--- config.mk ---
export PLATFORM = sky130hd
export DESIGN_NAME = epoch_seconds_to_calendar_unit_flat
export DESIGN_NICKNAME = d
export VERILOG_FILES = /design/src/design/esc_pkg.sv /design/src/design/esc_if.sv /design/src/design/esc_day_split.sv /design/src/design/esc_year_find.sv /design/src/design/esc_clock_fields.sv /design/src/design/esc_month_day.sv /design/src/design/epoch_seconds_to_calendar_unit.sv /design/src/flat_wrapper.sv
export SDC_FILE = /design/constraint.sdc
export NUM_CORES = 2
export LEC_CHECK = 0
export BUFFER_PORTS_ARGS = -buffer_cell sky130_fd_sc_hd__buf_4
export CAP_MARGIN = 20
export CORE_MARGIN = 3
export CORE_UTILIZATION = 67
export CTS_CLUSTER_SIZE = 24
export DETAILED_ROUTE_END_ITERATION = 10
export PLACE_DENSITY = 0.9
export SLEW_MARGIN = 10
export SYNTH_ARGS = -nofsm -noshare
export SYNTH_HDL_FRONTEND = slang
export SYNTH_SLANG_ARGS = --single-unit
--- constraint.sdc ---
create_clock -name clock -period 24.8 [get_ports clock]
set_input_delay 1.24 -clock clock [delete_from_list [all_inputs] [get_ports clock]]
set_output_delay 1.24 -clock clock [all_outputs]
set_load 0.02 [all_outputs]
--- src/design/esc_pkg.sv ---
// esc_pkg: shared constants, reciprocal factors and bus types for the epoch to calendar unit
// no dependencies; every design file but esc_if refers to it by scoped names

package esc_pkg;

   // seconds to whole days: drop the power of two part of 86400, then multiply by 1/675
   localparam int unsigned DaySecShift    = 7;
   localparam int unsigned DayRecipShift  = 35;
   localparam logic [25:0] DayRecip       =
      26'(((64'd1 << DayRecipShift) + 64'd674) / 64'd675);

   // serial day number of 1970-01-01 (day 1 is 0001-01-01)
   localparam logic [16:0] SecsPerDay     = 17'd86400;
   localparam logic [19:0] SerialEpoch    = 20'd719163;
   localparam logic [28:0] YearScale      = 29'd400;

   // (serial - 1) mod 7 equals (days + 3) mod 7
   localparam logic [16:0] WeekdayOffset  = 17'd3;
   localparam int unsigned WeekRecipShift = 20;
   localparam logic [17:0] WeekRecip      =
      18'(((64'd1 << WeekRecipShift) + 64'd6) / 64'd7);
   localparam logic [16:0] DaysPerWeek    = 17'd7;

   // year estimate: serial * 400 / 146097
   localparam int unsigned YearRecipShift = 47;
   localparam logic [29:0] YearRecip      =
      30'(((64'd1 << YearRecipShift) + 64'd146096) / 64'd146097);
   localparam logic [19:0] DaysPerYear    = 20'd365;
   localparam logic [19:0] LeapYearDays   = 20'd366;
   localparam logic [11:0] YearBase       = 12'd1900;

   // time of day
   localparam int unsigned HourRecipShift = 27;
   localparam logic [15:0] HourRecip      =
      16'(((64'd1 << HourRecipShift) + 64'd3599) / 64'd3600);
   localparam logic [16:0] SecsPerHour    = 17'd3600;
   localparam int unsigned MinRecipShift  = 18;
   localparam logic [12:0] MinRecip       =
      13'(((64'd1 << MinRecipShift) + 64'd59) / 64'd60);
   localparam logic [11:0] SecsPerMinute  = 12'd60;

   // month formula
   localparam logic [8:0]  FebEndDay      = 9'd59;
   localparam logic [8:0]  LeapMarchLimit = 9'd62;
   localparam logic [8:0]  FebSkip        = 9'd2;
   localparam logic [15:0] MonthScale     = 16'd100;
   localparam logic [15:0] MonthStep      = 16'd3057;
   localparam logic [15:0] MonthBase      = 16'd3007;
   localparam int unsigned MonthRecipShift = 28;
   localparam logic [16:0] MonthRecip     =
      17'(((64'd1 << MonthRecipShift) + 64'd3056) / 64'd3057);

   // divide by 100 for values below 2^16
   localparam int unsigned Div100Shift    = 23;
   localparam logic [16:0] Div100Recip    =
      17'(((64'd1 << Div100Shift) + 64'd99) / 64'd100);

   typedef struct packed {
      logic [19:0] serial;
      logic [28:0] scaled_serial;
      logic [16:0] secs;
      logic [16:0] week_base;
   } day_bus_type;

   typedef struct packed {
      logic [7:0] year_since_1900;
      logic [8:0] day_number;
      logic       leap;
   } year_bus_type;

   typedef struct packed {
      logic [2:0] weekday;
      logic [4:0] hour_of_day;
      logic [5:0] minute_of_hour;
      logic [5:0] second_of_minute;
   } clock_bus_type;

   typedef struct packed {
      logic [7:0]    year_since_1900;
      logic [3:0]    month_index;
      logic [4:0]    day_of_month;
      logic [8:0]    day_of_year;
      clock_bus_type clock_fields;
   } result_type;

   function automatic logic [9:0] div100(input logic [15:0] value);
      logic [32:0] prod;
      prod = 33'(value) * 33'(Div100Recip);
      return prod[Div100Shift +: 10];
   endfunction

endpackage

--- src/design/esc_if.sv ---
// esc_if: valid/ready channel interfaces for the epoch to calendar unit
// request carries the epoch seconds, response carries the calendar fields; no dependencies

interface esc_req_if;
   logic        valid;
   logic        ready;
   logic [31:0] epoch_seconds;

   modport source (output valid, output epoch_seconds, input ready);
   modport sink (input valid, input epoch_seconds, output ready);
endinterface

interface esc_rsp_if;
   logic       valid;
   logic       ready;
   logic [7:0] year_since_1900;
   logic [3:0] month_index;
   logic [4:0] day_of_month;
   logic [8:0] day_of_year;
   logic [2:0] weekday;
   logic [4:0] hour_of_day;
   logic [5:0] minute_of_hour;
   logic [5:0] second_of_minute;

   modport source (output valid, output year_since_1900, output month_index,
      output day_of_month, output day_of_year, output weekday, output hour_of_day,
      output minute_of_hour, output second_of_minute, input ready);
   modport sink (input valid, input year_since_1900, input month_index,
      input day_of_month, input day_of_year, input weekday, input hour_of_day,
      input minute_of_hour, input second_of_minute, output ready);
endinterface

--- src/design/esc_day_split.sv ---
// esc_day_split: two stages splitting epoch seconds into whole days and seconds of day
// depends on esc_pkg

module esc_day_split (
   input  logic                 clock,
   input  logic                 reset,
   input  logic                 advance,
   input  logic                 in_valid,
   input  logic [31:0]          in_seconds,
   output logic                 out_valid,
   output esc_pkg::day_bus_type out_bus
);

   logic                 stage_valid_ff;
   logic                 out_valid_ff;
   logic [31:0]          seconds_ff;
   logic [15:0]          days_ff;
   logic [15:0]          days_in;
   logic [50:0]          day_prod;
   logic [31:0]          day_start;
   logic [19:0]          serial;
   esc_pkg::day_bus_type bus_in;
   esc_pkg::day_bus_type bus_ff;

   assign day_prod = 51'(in_seconds[31:esc_pkg::DaySecShift]) * 51'(esc_pkg::DayRecip);
   assign days_in  = day_prod[esc_pkg::DayRecipShift +: 16];

   always_comb begin
      day_start            = 32'(days_ff) * 32'(esc_pkg::SecsPerDay);
      serial               = 20'(days_ff) + esc_pkg::SerialEpoch;
      bus_in.serial        = serial;
      bus_in.scaled_serial = 29'(serial) * esc_pkg::YearScale;
      bus_in.secs          = 17'(seconds_ff - day_start);
      bus_in.week_base     = 17'(days_ff) + esc_pkg::WeekdayOffset;
   end

   always_ff @(posedge clock) begin
      if (reset) begin
         stage_valid_ff <= 1'b0;
         out_valid_ff   <= 1'b0;
      end else if (advance) begin
         stage_valid_ff <= in_valid;
         out_valid_ff   <= stage_valid_ff;
      end
   end

   always_ff @(posedge clock) begin
      if (advance) begin
         seconds_ff <= in_seconds;
         days_ff    <= days_in;
         bus_ff     <= bus_in;
      end
   end

   assign out_valid = out_valid_ff;
   assign out_bus   = bus_ff;

endmodule

--- src/design/esc_year_find.sv ---
// esc_year_find: four stages estimating the year and correcting it against day counts
// depends on esc_pkg; yields year, one-based day of year and the leap flag

module esc_year_find (
   input  logic                  clock,
   input  logic                  reset,
   input  logic                  advance,
   input  logic                  in_valid,
   input  esc_pkg::day_bus_type  in_bus,
   output logic                  out_valid,
   output esc_pkg::year_bus_type out_bus
);

   logic [3:0]            valid_ff;
   logic [58:0]           year_prod;
   logic [11:0]           est_in;
   logic [11:0]           est1_ff;
   logic [19:0]           serial1_ff;
   logic [11:0]           cand1 [4];
   logic [4:0]            q100_in [4];
   logic [2:0]            q400_in [4];
   logic [11:0]           est2_ff;
   logic [19:0]           serial2_ff;
   logic [4:0]            q100_ff [4];
   logic [2:0]            q400_ff [4];
   logic [11:0]           cand2 [4];
   logic [19:0]           diy_in [4];
   logic [11:0]           est3_ff;
   logic [19:0]           serial3_ff;
   logic [19:0]           diy_ff [4];
   logic [1:0]            pick;
   logic [19:0]           prev_days;
   logic [19:0]           curr_days;
   logic [11:0]           year;
   esc_pkg::year_bus_type bus_in;
   esc_pkg::year_bus_type bus_ff;

   assign year_prod = 59'(in_bus.scaled_serial) * 59'(esc_pkg::YearRecip);
   assign est_in    = year_prod[esc_pkg::YearRecipShift +: 12];

   // candidates run from the estimate minus one to the estimate plus two
   always_comb begin
      for (int k = 0; k < 4; k++) begin
         cand1[k]   = est1_ff - 12'd1 + 12'(k);
         q100_in[k] = 5'(esc_pkg::div100(16'(cand1[k])));
         q400_in[k] = 3'(esc_pkg::div100(16'(cand1[k] >> 2)));
         cand2[k]   = est2_ff - 12'd1 + 12'(k);
         diy_in[k]  = 20'(cand2[k]) * esc_pkg::DaysPerYear + 20'(cand2[k] >> 2)
                      - 20'(q100_ff[k]) + 20'(q400_ff[k]);
      end
   end

   // first year whose day count reaches the serial day
   always_comb begin
      if (diy_ff[1] >= serial3_ff) begin
         pick = 2'd0;
      end else if (diy_ff[2] >= serial3_ff) begin
         pick = 2'd1;
      end else begin
         pick = 2'd2;
      end
      case (pick)
         2'd0: begin
            prev_days = diy_ff[0];
            curr_days = diy_ff[1];
         end
         2'd1: begin
            prev_days = diy_ff[1];
            curr_days = diy_ff[2];
         end
         default: begin
            prev_days = diy_ff[2];
            curr_days = diy_ff[3];
         end
      endcase
      year                   = est3_ff + 12'(pick);
      bus_in.year_since_1900 = 8'(year - esc_pkg::YearBase);
      bus_in.day_number      = 9'(serial3_ff - prev_days);
      bus_in.leap            = (curr_days - prev_days) == esc_pkg::LeapYearDays;
   end

   always_ff @(posedge clock) begin
      if (reset) begin
         valid_ff <= '0;
      end else if (advance) begin
         valid_ff <= {valid_ff[2:0], in_valid};
      end
   end

   always_ff @(posedge clock) begin
      if (advance) begin
         est1_ff    <= est_in;
         serial1_ff <= in_bus.serial;
         est2_ff    <= est1_ff;
         serial2_ff <= serial1_ff;
         q100_ff    <= q100_in;
         q400_ff    <= q400_in;
         est3_ff    <= est2_ff;
         serial3_ff <= serial2_ff;
         diy_ff     <= diy_in;
         bus_ff     <= bus_in;
      end
   end

   assign out_valid = valid_ff[3];
   assign out_bus   = bus_ff;

endmodule

--- src/design/esc_clock_fields.sv ---
// esc_clock_fields: four payload stages for hour, minute, second and weekday
// depends on esc_pkg; runs alongside esc_year_find with the same latency

module esc_clock_fields (
   input  logic                   clock,
   input  logic                   advance,
   input  esc_pkg::day_bus_type   in_bus,
   output esc_pkg::clock_bus_type out_bus
);

   logic [32:0]            hour_prod;
   logic [34:0]            week_prod;
   logic [16:0]            secs1_ff;
   logic [16:0]            week1_ff;
   logic [4:0]             hour1_ff;
   logic [12:0]            wq1_ff;
   logic [11:0]            rem_in;
   logic [2:0]             wday_in;
   logic [11:0]            rem2_ff;
   logic [2:0]             wday2_ff;
   logic [4:0]             hour2_ff;
   logic [24:0]            min_prod;
   logic [11:0]            rem3_ff;
   logic [5:0]             min3_ff;
   logic [2:0]             wday3_ff;
   logic [4:0]             hour3_ff;
   esc_pkg::clock_bus_type bus_in;
   esc_pkg::clock_bus_type bus_ff;

   assign hour_prod = 33'(in_bus.secs) * 33'(esc_pkg::HourRecip);
   assign week_prod = 35'(in_bus.week_base) * 35'(esc_pkg::WeekRecip);
   assign rem_in    = 12'(secs1_ff - 17'(hour1_ff) * esc_pkg::SecsPerHour);
   assign wday_in   = 3'(week1_ff - 17'(wq1_ff) * esc_pkg::DaysPerWeek);
   assign min_prod  = 25'(rem2_ff) * 25'(esc_pkg::MinRecip);

   always_comb begin
      bus_in.weekday          = wday3_ff;
      bus_in.hour_of_day      = hour3_ff;
      bus_in.minute_of_hour   = min3_ff;
      bus_in.second_of_minute = 6'(rem3_ff - 12'(min3_ff) * esc_pkg::SecsPerMinute);
   end

   always_ff @(posedge clock) begin
      if (advance) begin
         secs1_ff <= in_bus.secs;
         week1_ff <= in_bus.week_base;
         hour1_ff <= hour_prod[esc_pkg::HourRecipShift +: 5];
         wq1_ff   <= week_prod[esc_pkg::WeekRecipShift +: 13];
         rem2_ff  <= rem_in;
         wday2_ff <= wday_in;
         hour2_ff <= hour1_ff;
         rem3_ff  <= rem2_ff;
         min3_ff  <= min_prod[esc_pkg::MinRecipShift +: 6];
         wday3_ff <= wday2_ff;
         hour3_ff <= hour2_ff;
         bus_ff   <= bus_in;
      end
   end

   assign out_bus = bus_ff;

endmodule

--- src/design/esc_month_day.sv ---
// esc_month_day: four stages applying the february correction and the 3057/3007 month formula
// depends on esc_pkg; its last stage is the response register

module esc_month_day (
   input  logic                   clock,
   input  logic                   reset,
   input  logic                   advance,
   input  logic                   in_valid,
   input  esc_pkg::year_bus_type  in_year,
   input  esc_pkg::clock_bus_type in_clock,
   output logic                   out_valid,
   output esc_pkg::result_type    out_result
);

   typedef struct packed {
      logic [7:0]             year_since_1900;
      logic [8:0]             day_of_year;
      logic [8:0]             month_day;
      esc_pkg::clock_bus_type clock_fields;
   } carry_type;

   logic [3:0]          valid_ff;
   logic [8:0]          adj_day;
   logic [15:0]         num_in;
   carry_type           carry_in;
   carry_type           carry1_ff;
   carry_type           carry2_ff;
   carry_type           carry3_ff;
   logic [15:0]         num1_ff;
   logic [32:0]         month_prod;
   logic [3:0]          month2_ff;
   logic [3:0]          month3_ff;
   logic [15:0]         before3_ff;
   logic [15:0]         before_in;
   logic [9:0]          before_days;
   esc_pkg::result_type result_in;
   esc_pkg::result_type result_ff;

   // days past february shift by two, leap years take one or two back
   always_comb begin
      adj_day = in_year.day_number;
      if (in_year.day_number > esc_pkg::FebEndDay) begin
         adj_day = in_year.day_number + esc_pkg::FebSkip;
         if (in_year.leap) begin
            adj_day = (adj_day > esc_pkg::LeapMarchLimit) ? adj_day - 9'd1 : adj_day - 9'd2;
         end
      end
      num_in                   = 16'(adj_day) * esc_pkg::MonthScale + esc_pkg::MonthBase;
      carry_in.year_since_1900 = in_year.year_since_1900;
      carry_in.day_of_year     = in_year.day_number - 9'd1;
      carry_in.month_day       = adj_day;
      carry_in.clock_fields    = in_clock;
   end

   assign month_prod  = 33'(num1_ff) * 33'(esc_pkg::MonthRecip);
   assign before_in   = 16'(month2_ff) * esc_pkg::MonthStep - esc_pkg::MonthBase;
   assign before_days = esc_pkg::div100(before3_ff);

   always_comb begin
      result_in.year_since_1900 = carry3_ff.year_since_1900;
      result_in.month_index     = month3_ff - 4'd1;
      result_in.day_of_month    = 5'(carry3_ff.month_day - 9'(before_days));
      result_in.day_of_year     = carry3_ff.day_of_year;
      result_in.clock_fields    = carry3_ff.clock_fields;
   end

   always_ff @(posedge clock) begin
      if (reset) begin
         valid_ff <= '0;
      end else if (advance) begin
         valid_ff <= {valid_ff[2:0], in_valid};
      end
   end

   always_ff @(posedge clock) begin
      if (advance) begin
         carry1_ff  <= carry_in;
         num1_ff    <= num_in;
         carry2_ff  <= carry1_ff;
         month2_ff  <= month_prod[esc_pkg::MonthRecipShift +: 4];
         carry3_ff  <= carry2_ff;
         month3_ff  <= month2_ff;
         before3_ff <= before_in;
         result_ff  <= result_in;
      end
   end

   assign out_valid  = valid_ff[3];
   assign out_result = result_ff;

endmodule

--- src/design/epoch_seconds_to_calendar_unit.sv ---
// epoch_seconds_to_calendar_unit: top level converting epoch seconds to calendar and clock fields
// depends on esc_pkg, esc_if, esc_day_split, esc_year_find, esc_clock_fields, esc_month_day
//
// usage
//   req_bus carries one 32-bit unsigned count of seconds since 1970-01-01 00:00:00 per
//   transaction; rsp_bus returns one transaction per request with year minus 1900, zero-based
//   month, day of month, zero-based day of year, weekday (0 is monday) and hour, minute, second
//   from request accept to response valid a transaction passes 2 stages of day split,
//   4 stages of year estimate and correction (time of day runs alongside), 4 stages of
//   month formula ending in the response register
//   throughput is one transaction per cycle while the response is not stalled; the pipeline
//   depth sets the latency and the reciprocal multipliers between stages set the stage depth
//   a stalled response holds the whole pipeline in place: req_bus.ready drops in the same
//   cycle, so nothing is lost or repeated, and flow resumes once the response is taken
//   reset is synchronous and clears only the valid bits; the block keeps no other state
//   and needs no configuration

module epoch_seconds_to_calendar_unit (
   input logic      clock,
   input logic      reset,
   esc_req_if.sink  req_bus,
   esc_rsp_if.source rsp_bus
);

   logic                   advance;
   logic                   day_valid;
   esc_pkg::day_bus_type   day_bus;
   logic                   year_valid;
   esc_pkg::year_bus_type  year_bus;
   esc_pkg::clock_bus_type clock_bus;
   logic                   result_valid;
   esc_pkg::result_type    result;

   // pipeline moves whenever the response slot is empty or being taken
   assign advance       = !result_valid || rsp_bus.ready;
   assign req_bus.ready = advance;

   // whole days, seconds of day and serial day number
   esc_day_split u_day_split (
      .clock      (clock),
      .reset      (reset),
      .advance    (advance),
      .in_valid   (req_bus.valid),
      .in_seconds (req_bus.epoch_seconds),
      .out_valid  (day_valid),
      .out_bus    (day_bus)
   );

   // year estimate, correction and day of year
   esc_year_find u_year_find (
      .clock     (clock),
      .reset     (reset),
      .advance   (advance),
      .in_valid  (day_valid),
      .in_bus    (day_bus),
      .out_valid (year_valid),
      .out_bus   (year_bus)
   );

   // hour, minute, second and weekday with matching latency
   esc_clock_fields u_clock_fields (
      .clock   (clock),
      .advance (advance),
      .in_bus  (day_bus),
      .out_bus (clock_bus)
   );

   // february correction, month and day of month; holds the response register
   esc_month_day u_month_day (
      .clock      (clock),
      .reset      (reset),
      .advance    (advance),
      .in_valid   (year_valid),
      .in_year    (year_bus),
      .in_clock   (clock_bus),
      .out_valid  (result_valid),
      .out_result (result)
   );

   assign rsp_bus.valid            = result_valid;
   assign rsp_bus.year_since_1900  = result.year_since_1900;
   assign rsp_bus.month_index      = result.month_index;
   assign rsp_bus.day_of_month     = result.day_of_month;
   assign rsp_bus.day_of_year      = result.day_of_year;
   assign rsp_bus.weekday          = result.clock_fields.weekday;
   assign rsp_bus.hour_of_day      = result.clock_fields.hour_of_day;
   assign rsp_bus.minute_of_hour   = result.clock_fields.minute_of_hour;
   assign rsp_bus.second_of_minute = result.clock_fields.second_of_minute;

`ifndef NO_ASSERTIONS
   // pipeline is empty right after reset
   a_reset_empty: assert property (@(posedge clock) reset |=> !rsp_bus.valid)
      else $error("response valid right after reset");

   // reciprocal divisions land in range for the time of day
   a_clock_range: assert property (@(posedge clock) disable iff (reset)
      rsp_bus.valid |-> (rsp_bus.hour_of_day <= 5'd23) && (rsp_bus.minute_of_hour <= 6'd59)
         && (rsp_bus.second_of_minute <= 6'd59) && (rsp_bus.weekday <= 3'd6))
      else $error("time of day or weekday out of range");

   // year correction and month formula land in range
   a_date_range: assert property (@(posedge clock) disable iff (reset)
      rsp_bus.valid |-> (rsp_bus.month_index <= 4'd11) && (rsp_bus.day_of_month != 5'd0)
         && (rsp_bus.day_of_year <= 9'd365) && (rsp_bus.year_since_1900 >= 8'd70)
         && (rsp_bus.year_since_1900 <= 8'd206))
      else $error("calendar date out of range");
`endif

endmodule
--- src/flat_wrapper.sv ---
// flat-port wrapper written by rule: the top's interface ports become plain ports
module epoch_seconds_to_calendar_unit_flat 
  (clock, reset, req_bus_valid, req_bus_epoch_seconds, req_bus_ready, rsp_bus_valid, rsp_bus_year_since_1900, rsp_bus_month_index, rsp_bus_day_of_month, rsp_bus_day_of_year, rsp_bus_weekday, rsp_bus_hour_of_day, rsp_bus_minute_of_hour, rsp_bus_second_of_minute, rsp_bus_ready);
  esc_req_if req_bus_i ();
  esc_rsp_if rsp_bus_i ();
  input logic clock;
  input logic reset;
  input wire logic [$bits(req_bus_i.valid)-1:0] req_bus_valid;
  input wire logic [$bits(req_bus_i.epoch_seconds)-1:0] req_bus_epoch_seconds;
  output wire logic [$bits(req_bus_i.ready)-1:0] req_bus_ready;
  output wire logic [$bits(rsp_bus_i.valid)-1:0] rsp_bus_valid;
  output wire logic [$bits(rsp_bus_i.year_since_1900)-1:0] rsp_bus_year_since_1900;
  output wire logic [$bits(rsp_bus_i.month_index)-1:0] rsp_bus_month_index;
  output wire logic [$bits(rsp_bus_i.day_of_month)-1:0] rsp_bus_day_of_month;
  output wire logic [$bits(rsp_bus_i.day_of_year)-1:0] rsp_bus_day_of_year;
  output wire logic [$bits(rsp_bus_i.weekday)-1:0] rsp_bus_weekday;
  output wire logic [$bits(rsp_bus_i.hour_of_day)-1:0] rsp_bus_hour_of_day;
  output wire logic [$bits(rsp_bus_i.minute_of_hour)-1:0] rsp_bus_minute_of_hour;
  output wire logic [$bits(rsp_bus_i.second_of_minute)-1:0] rsp_bus_second_of_minute;
  input wire logic [$bits(rsp_bus_i.ready)-1:0] rsp_bus_ready;
  assign req_bus_i.valid = req_bus_valid;
  assign req_bus_i.epoch_seconds = req_bus_epoch_seconds;
  assign req_bus_ready = req_bus_i.ready;
  assign rsp_bus_valid = rsp_bus_i.valid;
  assign rsp_bus_year_since_1900 = rsp_bus_i.year_since_1900;
  assign rsp_bus_month_index = rsp_bus_i.month_index;
  assign rsp_bus_day_of_month = rsp_bus_i.day_of_month;
  assign rsp_bus_day_of_year = rsp_bus_i.day_of_year;
  assign rsp_bus_weekday = rsp_bus_i.weekday;
  assign rsp_bus_hour_of_day = rsp_bus_i.hour_of_day;
  assign rsp_bus_minute_of_hour = rsp_bus_i.minute_of_hour;
  assign rsp_bus_second_of_minute = rsp_bus_i.second_of_minute;
  assign rsp_bus_i.ready = rsp_bus_ready;
  epoch_seconds_to_calendar_unit u_core (.clock(clock), .reset(reset), .req_bus(req_bus_i), .rsp_bus(rsp_bus_i));
endmodule
==> flow_summary.json <==
{
  "run_status": "finished, final reports clean",
  "synth_edf_count": 606,
  "seq_area_mm2": 0.0184,
  "worst_slack_ns": 14.54,
  "async_flop_share_pct": 0,
  "maxSlewHeadroom_pct": 21.9,
  "synth_seq_area_share_pct": 19.8,
  "final_common_cell": "inv_1",
  "n_antenna_cell": 0,
  "grt_pass1_wl_mm": 348,
  "die_y_um": 379,
  "dieArea_mm2": 0.143,
  "yosysTopAreaCellShare_pct": 29.1,
  "postCtsSetupBuffers": 0,
  "cts_tree": "built",
  "synth_cell_types": 86,
  "synthCells": 8487,
  "synth_area_leader_cell": "fa_1",
  "path_delay_family": "adder cells",
  "synth.cell_area_mm2": 0.0931,
  "post-place-ws_ns": 14.80,
  "max-cap-violations": 0,
  "crit_cells": 36,
  "ant_nets": 0,
  "crit_end": "u_core.u_year_find.q400_ff[5]",
  "initial_utilization_pct": 67.6,
  "cts_buffers": 71,
  "hp-class": "reg -> reg",
  "core-area_mm2": 0.138,
  "worstReg2RegEnd": "u_core.u_year_find.q400_ff[5]",
  "drc": 0,
  "antenna_found_initial": 1,
  "grt_max_degree": 175,
  "drt-initial-drc-count": 3794,
  "rows": 136,
  "fill_cells": 9194,
  "vias_per_cell": 5.76,
  "synth-seq-cells": 616,
  "clk-insertion-delay-late_ns": 0.70,
  "cp.arrival_ns": 10.65,
  "rsz0062_at_grt": "no",
  "synth_area_leaders": "fa_1, ha_1, edfxtp_1",
  "grt_pass1_vias": 66700,
  "synthFlopType": "edfxtp_1",
  "overflow": 0,
  "grt_util_all_layers_pct": 31.0,
  "routedWlPerCell_um": 20.3,
  "via_count": 60318,
  "globalplace.congestion": 1.01,
  "slew_viol_final": 0,
  "critPathMaxFanout": 24,
  "drt_pass1_iterations": 5,
  "fmax_ghz": 0.0974,
  "ios": 84,
  "worst-r2r-cell-count": 36,
  "worst_pin_slew_ns": 1.17,
  "cts.repair.resized": 0,
  "final_cell_mix": "inv_1, ha_1, fa_1",
  "critical_path.startpoint": "u_core.u_year_find.est1_ff[0]",
  "clk_pin_slew_ns": 0.07,
  "multiInputGateArea_mm2": 0.0658,
  "drive_above_1_share_pct": 3.16,
  "clkSinkCount": 616,
  "path_common_cell": "inv_1",
  "syn_nets": 11858,
  "hold_viol": 0,
  "hpwl_mm": 179,
  "final_area_mm2": 0.0985,
  "wl_mm": 213,
  "cts-root-buf": "clkbuf_16",
  "rr_startpoint": "u_core.u_year_find.est1_ff[0]",
  "slowest_stage": "ha_1",
  "end_kind": "register",
  "setup_viol": 0,
  "fin_skew_ns": 0.0655,
  "critPathMaxStageDelay_ns": 0.60,
  "crit_buf_inv": 8,
  "numPortBuffers": 83,
  "htree_num_levels": 3,
  "fin_crit_sh_pct": 41.4,
  "ys_warn_count": 0,
  "hold_buffers": 0,
  "clk_path_buf_depth": 3,
  "syn_area_per_cell_um2": 11.0,
  "rrSetupSlack_ns": 14.54,
  "die_w_um": 379,
  "place_area_mm2": 0.0960,
  "finalCriticalPeriod_ns": 10.26,
  "totalNegativeSetupSlack_ns": 0,
  "syn_to_final_growth_pct": 5.76,
  "crit_type": "reg -> reg",
  "finalNetCount": 11996,
  "worst_ep_required_time_ns": 25.18,
  "critPathLaunchType": "register"
}
## cells by family (layout without fill, tap and decap cells)
logic type,count (synthesis),in the layout,share of synthesized area (%)
compound gates,847,847,5.91
mux,46,46,0.501
fa+ha+maj,3335,3335,55.7
buf+inv,2383,2575,9.62
simple gates,817,817,4.28
xor+xnor,443,443,4.19
flops,616,616,19.8
## sequential cells by signal, summed over array words and instances, names as in the netlist, 18 cells and up
signal,cells
u_core.u_year_find.diy_ff,80
u_core.u_day_split.out_bus,70
u_core.u_month_day.out_result,46
u_core.u_month_day.carry1_ff,42
u_core.u_month_day.carry2_ff,42
u_core.u_month_day.carry3_ff,42
u_core.u_clock_fields.out_bus,20
u_core.u_year_find.q100_ff,20
u_core.u_year_find.out_bus,18
## cell type report
type                    count  area share (%)
repair buffers            112           0.867
clock buffers              76            1.82
inverters                2336            8.91
multi-input cells        5488            66.8
well taps                1794            2.28
clock inverters            51           0.647
flip-flops and latches    616            18.7
## worst register-to-register path: cells and delay by family, from the launching register on
kind	cells	cell delay, ns
adders and majority gates	9	3.96
AOI/OAI and AO/OA	9	1.82
buffers and inverters	8	1.54
and+or+nand+nor	7	1.22
xor gates and xnor gates	3	1.11
DFF	1	0.36
## per-layer routing
layer	GRT usage, %	up-vias	part of all wire, %
li1	-	27586	-
met1	40.1	30106	40
met2	52.2	2109	49
met3	5.09	517	6.7
met4	12.8	0	4.4
met5	0	-	0
## worst min path at each step
stage / cells past startpoint / slack (ns) / end / from
floorplan: 0 / 0.40 / u_core.u_clock_fields.hour3_ff[0] / u_core.u_clock_fields.hour2_ff[0]
CTS: 0 / 0.39 / u_core.u_month_day.carry3_ff[38] / u_core.u_month_day.carry2_ff[38]
detailed placement: 0 / 0.40 / u_core.u_day_split.out_bus[19] / u_core.u_day_split.seconds_ff[2]
global route: 0 / 0.41 / u_core.u_month_day.carry3_ff[38] / u_core.u_month_day.carry2_ff[38]
finish: 0 / 0.38 / u_core.u_month_day.carry3_ff[40] / u_core.u_month_day.carry2_ff[40]
global placement: 0 / 0.40 / u_core.u_month_day.carry2_ff[16] / u_core.u_month_day.carry1_ff[16]
## through the flow
step | std cells | utilization, % | hold slack, ns
floorplan | 8487 | - | 0.400
global placement | 10345 | 69.7 | 0.401
detailed placement | 10345 | 69.7 | 0.405
CTS | 10472 | 71.5 | 0.393
global route | 10473 | 71.5 | 0.409
finish | 10473 | 71.5 | 0.380
## cell usage after synthesis, types with 6 or more instances
| master | count |
|---|---|
| inv_1 | 2331 |
| and2_1 | 26 |
| dfxtp_1 | 10 |
| buf_2 | 6 |
| nor4_1 | 16 |
| o21bai_1 | 48 |
| xor2_1 | 131 |
| o2111ai_1 | 14 |
| a21boi_0 | 9 |
| fa_1 | 1354 |
| o211ai_1 | 20 |
| a211o_1 | 12 |
| nand2_1 | 207 |
| a41oi_1 | 9 |
| o31ai_1 | 8 |
| a221oi_1 | 8 |
| a31oi_1 | 23 |
| nor2_1 | 201 |
| a31o_2 | 8 |
| or3_1 | 19 |
| nand2b_1 | 38 |
| a21o_1 | 131 |
| a2111oi_0 | 7 |
| o21ai_0 | 152 |
| clkbuf_1 | 35 |
| a211oi_1 | 28 |
| o21a_1 | 42 |
| nand3_1 | 76 |
| and4_1 | 9 |
| or2_2 | 13 |
| and3_1 | 25 |
| nor2b_1 | 44 |
| ha_1 | 1981 |
| mux2i_1 | 41 |
| xnor2_1 | 310 |
| or4_1 | 8 |
| nor3_1 | 75 |
| nand4_1 | 39 |
| edfxtp_1 | 606 |
| a21oi_1 | 267 |
Power is left out: the tool's default activity adds up to more than one toggle a clock period on the data nets, which glitch-free logic cannot reach.
